<file path="config.mk">
export PLATFORM = sky130hd
export DESIGN_NAME = nfba_div
export DESIGN_NICKNAME = d
export VERILOG_FILES = /design/src/sv/nfba_pkg.sv /design/src/sv/nfba_div.sv
export SDC_FILE = /design/constraint.sdc
export NUM_CORES = 1
export LEC_CHECK = 0
export ABC_AREA = 0
export ABC_CLOCK_PERIOD_IN_PS = 2200
export BUFFER_PORTS_ARGS = -buffer_cell sky130_fd_sc_hd__buf_2
export CELL_PAD_IN_SITES_DETAIL_PLACEMENT = 1
export CELL_PAD_IN_SITES_GLOBAL_PLACEMENT = 2
export CORE_ASPECT_RATIO = 0.8
export CORE_UTILIZATION = 28
export CTS_CLUSTER_SIZE = 40
export DETAILED_ROUTE_END_ITERATION = 10
export PLACE_DENSITY_LB_ADDON = 0.25
export SLEW_MARGIN = 20
export SYNTH_ARGS = -nofsm -noshare
export SYNTH_HDL_FRONTEND = slang
export SYNTH_SLANG_ARGS = --single-unit
export TNS_END_PERCENT = 1
</file>
<file path="constraint.sdc">
create_clock -name clk -period 2.2 [get_ports clk]
set_clock_uncertainty 0.2 [all_clocks]
set_input_delay 0.11 -clock clk [delete_from_list [all_inputs] [get_ports clk]]
set_output_delay 0.11 -clock clk [all_outputs]
set_load 0.03 [all_outputs]
</file>
<file path="src/sv/nfba_pkg.sv">
// Shared codes and state encoding for the next-fit block allocator.
`default_nettype none
package nfba_pkg;

	localparam logic [2:0] OP_CLEAR   = 3'd0;
	localparam logic [2:0] OP_RELEASE = 3'd1;
	localparam logic [2:0] OP_ALLOC   = 3'd2;
	localparam logic [2:0] OP_FREE    = 3'd3;
	localparam logic [2:0] OP_QUERY   = 3'd4;

	localparam logic [2:0] ST_OK        = 3'd0;
	localparam logic [2:0] ST_NOT_INIT  = 3'd1;
	localparam logic [2:0] ST_NO_SPACE  = 3'd2;
	localparam logic [2:0] ST_NOT_HDR   = 3'd3;
	localparam logic [2:0] ST_NOT_ALLOC = 3'd4;

	localparam logic [1:0] HS_FREE = 2'd0;
	localparam logic [1:0] HS_USED = 2'd1;
	localparam logic [1:0] HS_END  = 2'd2;

	localparam int BYTES_W = 16;
	localparam int UNITS_W = 17;

	typedef enum logic [3:0] {
		S_SWEEP,
		S_IDLE,
		S_DECODE,
		S_DIV,
		S_TOP,
		S_HDR,
		S_MRD,
		S_MCHK,
		S_FIT,
		S_TAKE,
		S_FCHK,
		S_CLR2
	} state_t;

endpackage
`default_nettype wire

</file>
<file path="src/sv/nfba_div.sv">
// Size rounding unit that turns a byte count into whole units, rounding up with a shift.
`default_nettype none
module nfba_div #(
	parameter int UNIT_BYTES = 16
) (
	input  wire logic                         clk,
	input  wire logic                         arst_n,
	input  wire logic                         go,
	input  wire logic [nfba_pkg::BYTES_W-1:0] bytes,
	output logic                              done,
	output logic [nfba_pkg::UNITS_W-1:0]      quot
);
	import nfba_pkg::*;

	// The unit size is a power of two, so the division is a right shift.
	localparam int SH = $clog2(UNIT_BYTES);

	logic [UNITS_W-1:0] quot_q;
	logic               done_q;
	logic [UNITS_W-1:0] num;

	assign num = {1'b0, bytes} + UNITS_W'(UNIT_BYTES - 1);

	always_ff @(posedge clk or negedge arst_n) begin
		if (!arst_n) begin
			quot_q <= '0;
			done_q <= 1'b0;
		end else begin
			done_q <= go;
			if (go)
				quot_q <= num >> SH;
		end
	end

	assign done = done_q;
	assign quot = quot_q;

endmodule
`default_nettype wire

</file>
==> reports/qor_table.md <==
| Quantity | Reported |
| --- | --- |
| Met2 global-route usage | 19.4% |
| Global Route met1 Usage | 18.6% |
| Highest achievable clock rate | 619 MHz |
| Die X-Extent | 61.9 µm |
| Count of flip-flops with a built-in enable after synthesis | 0 |
| Routed wire length | 1.86 mm |
| Yosys cell types | 23 |
| Hold/Removal Path Class | in -> reg |
| Worst Tran Pin Value | 739 ps |
| Multi-input logic area | 408 µm² |
| Post-synthesis cell area | 803 µm² |
| Max-slew violation count | 0 |
| Startpoint class of the critical path | input pin |
| Number of endpoints with negative hold slack in the final report | 0 |
| Post-cts resize count | 0 |
| Kind of critical path | in -> reg |
| Number of placed instances with taps included | 143 |
| Number of global-route vias before repair | 643 |
| Crit. Startpoint | bytes[7] |
| Combined flip-flop and latch cell area | 350 µm² |
| Result of the run | completed |
| Syn Inst Count | 80 |
| Number of inserted diodes | 0 |
| # nets final | 142 |
| Placement Rows | 16 |
| Clock latency at the later pin of the worst-skew pair | 270 ps |
| Placement-stage worst setup slack | 460 ps |
| Post-synthesis cell type with the largest combined area | sky130_fd_sc_hd__dfrtp_1 |
| Router iterations before antenna repair | 4 |
| Pin count of the biggest net entering global routing | 27 |
| Hold_buf cts | 11 |
| Layout filler cell count | 306 |
| Delay of the slowest critical-path stage | 530 ps |
| CP cell instances | dlygate4sd3_1 -> buf_2 -> nand4_4 -> nor4_1 -> xnor2_1 -> a21oi_1 |
| Capture endpoint of the worst hold path | quot[6]$_DFFE_PN0P_ |
| Starting density of the core | 31.1% |
| GR Overflow Total | 0 |
| Top_reg_cell synth | sky130_fd_sc_hd__dfrtp_1 |
| Count of input and output buffers | 32 |
| Average detailed-routed wire length per instance | 11.9 µm |
| Leakage power | 0.449 nW |
| Buffers & Inverters on Critical Path | 2 |
| Fraction of layout cells with a size suffix above 1 | 34.7% |
| Num Clock Sinks | 14 |
| MaxCap Viol Count | 0 |
| Global-route wire length before repair | 2.98 mm |
| Max stage delay cell, worst path | sky130_fd_sc_hd__dlygate4sd3_1 |
| GRT Max-Usage Layer | met2 |
| Worst-path clk slew | 70 ps |
| Mean cell area of the mapped netlist | 10.0 µm² |
| DRC violation count after routing | 0 |
| Detailed Route Iter0 Violations | 41 |
| Arrival time at the worst endpoint | 1550 ps |
| Routing usage on met3 | 1.84% |
| Worst vdd rail ir drop | 0.161 mV |
| DR vias | 687 |
| Worst hold slack across all endpoints | 13.6 ps |
| Fraction of registers with async set or reset after synthesis | 100% |
| Layout overhead on the synthesized area | 36.9% |
| Final min period | 1620 ps |
| CP Capture Type | flip-flop |
| Top-level port count | 37 |
| Final estimated routing congestion in global placement | 0.755 |
| Initial antenna violation count | 0 |
| Startpoint of the worst register-to-register path | quot[0]$_DFFE_PN0P_ |
| Number of cells traversed by the worst register-to-register path | 1 |
| RSZ-0062 raised after global routing | false |
| Clock root buffer | sky130_fd_sc_hd__clkbuf_4 |
| CTS tree | yes |
| Relative max-transition margin | 50.3% |
| Commonest non-fill, non-tap cell in the layout | sky130_fd_sc_hd__buf_2 |
| Post-detailed-route via-to-cell ratio | 4.38 |
| Beginning of the worst hold path | bytes[10] |
| Count of warnings emitted by yosys | 0 |
| Worst-case clock buffer depth | 2 |
| Number of setup buffers added after CTS | 0 |
| Vertical die dimension | 49.9 µm |
| Delay-heaviest family, CP | buffers and inverters |
| CTS HTree Levels | 1 |
| Reg-to-reg slack, setup | 1250 ps |
| Count of final setup violators | 0 |
| Core outline area | 2580 µm² |
| Share of the synthesized area in the top cell type | 43.6% |
| Worst EP required | 2140 ps |
| Residual antenna-violating net count after detailed routing | 0 |
| Top fanout value on the critical path | 6 |
| Total GRT Usage | 13.7% |
| Highest-count cells in the layout ignoring fill and taps | sky130_fd_sc_hd__buf_2, sky130_fd_sc_hd__dfrtp_1, sky130_fd_sc_hd__nor2_1 |
| Total Negative Setup Slacks | 0 ps |
| HPWL after detailed placement | 1.37 mm |
| Total power per unit cell area | 562 nW/µm² |
| Most area-consuming cells after synthesis | sky130_fd_sc_hd__dfrtp_1, sky130_fd_sc_hd__xnor2_1, sky130_fd_sc_hd__a21oi_1, sky130_fd_sc_hd__nor2_1, sky130_fd_sc_hd__nor4_4 |
| Total power after layout | 0.618 mW |
| Yosys reg bits | 14 |
| Worst setup slack after layout | 585 ps |
| CTS buffer count | 3 |
| Tcrit/Tclk final | 73.4% |
| Count of placed standard cells in the final layout, fillers left out | 157 |
| Destination of the worst register-to-register timing path | quot[0]$_DFFE_PN0P_ |
| Die Area | 3090 µm² |
| Number of cells on the worst hold path | 3 |
| Portion of the post-synthesis area used by sequential elements | 43.6% |
[where the power goes]
| group | leakage, nW | switching [mW] | internal, mW | total [mW] |
|---|---|---|---|---|
| clock | 0.0138 | 0.0746 | 0.0633 | 0.138 |
| combinational | 0.275 | 0.122 | 0.0662 | 0.188 |
| sequential | 0.160 | 0.0112 | 0.281 | 0.292 |
[layout make-up]
cell class / count / area share, %
clock buffers: 3 / 2.05
inverters: 1 / 0.341
multi-input cells: 60 / 37.1
flip-flops and latches: 14 / 31.9
well taps: 36 / 4.10
repair buffers: 43 / 24.6
[sequential cells by signal, summed over array words and instances, names as in the netlist]
name / count
quot: 13
done: 1
[routing by layer]
layer  wire (µm)  share of wire [%]
met4          53                2.8
met2         863                 46
met1         873                 47
met3          74                4.0
met5           0                  0
[logic make-up after synthesis]
| group | after synthesis | synth area share (%) |
|---|---|---|
| AND/OR/NAND/NOR | 31 | 26.9 |
| flip-flops | 14 | 43.6 |
| AO/OA/AOI/OAI | 12 | 7.48 |
| XOR/XNOR | 12 | 13.1 |
| buffers and inverters | 9 | 7.01 |
| multiplexers | 1 | 1.40 |
| other | 1 | 0.467 |
[stage by stage]
step / utilization, % / area (µm²)
after floorplan: - / 815
after global placement: 37.5 / 967
after detailed placement: 37.5 / 967
after CTS: 42.6 / 1100
after global routing: 42.6 / 1100
final: 42.6 / 1100
[tightest hold or removal path, cell delays in order]
cell	delay, ps
sky130_fd_sc_hd__buf_2	130
sky130_fd_sc_hd__xnor2_1	140
sky130_fd_sc_hd__a21oi_1	70
[how the worst max path moves through the flow]
stage,endpoint,depth (start not counted),slack (ps)
2_1_floorplan,quot[0]$_DFFE_PN0P_,4,930
3_3_place_gp,quot[4]$_DFFE_PN0P_,5,480
3_5_place_dp,quot[1]$_DFFE_PN0P_,5,460
4_1_cts,quot[10]$_DFFE_PN0P_,6,570
5_1_grt,quot[9]$_DFFE_PN0P_,6,450
6_report,quot[10]$_DFFE_PN0P_,6,580
[synthesized netlist by cell type (all sizes together) (2+ instances only)]
library cell and number:
nand2 3, buf 5, nor2 12, a21oi 11, clkbuf 3, xnor2 11
nor4b 2, nand4 2, dfrtp 14, nor4 5, nor3 2, nand3 3
No activity file was read; power rests on OpenSTA's default activity.
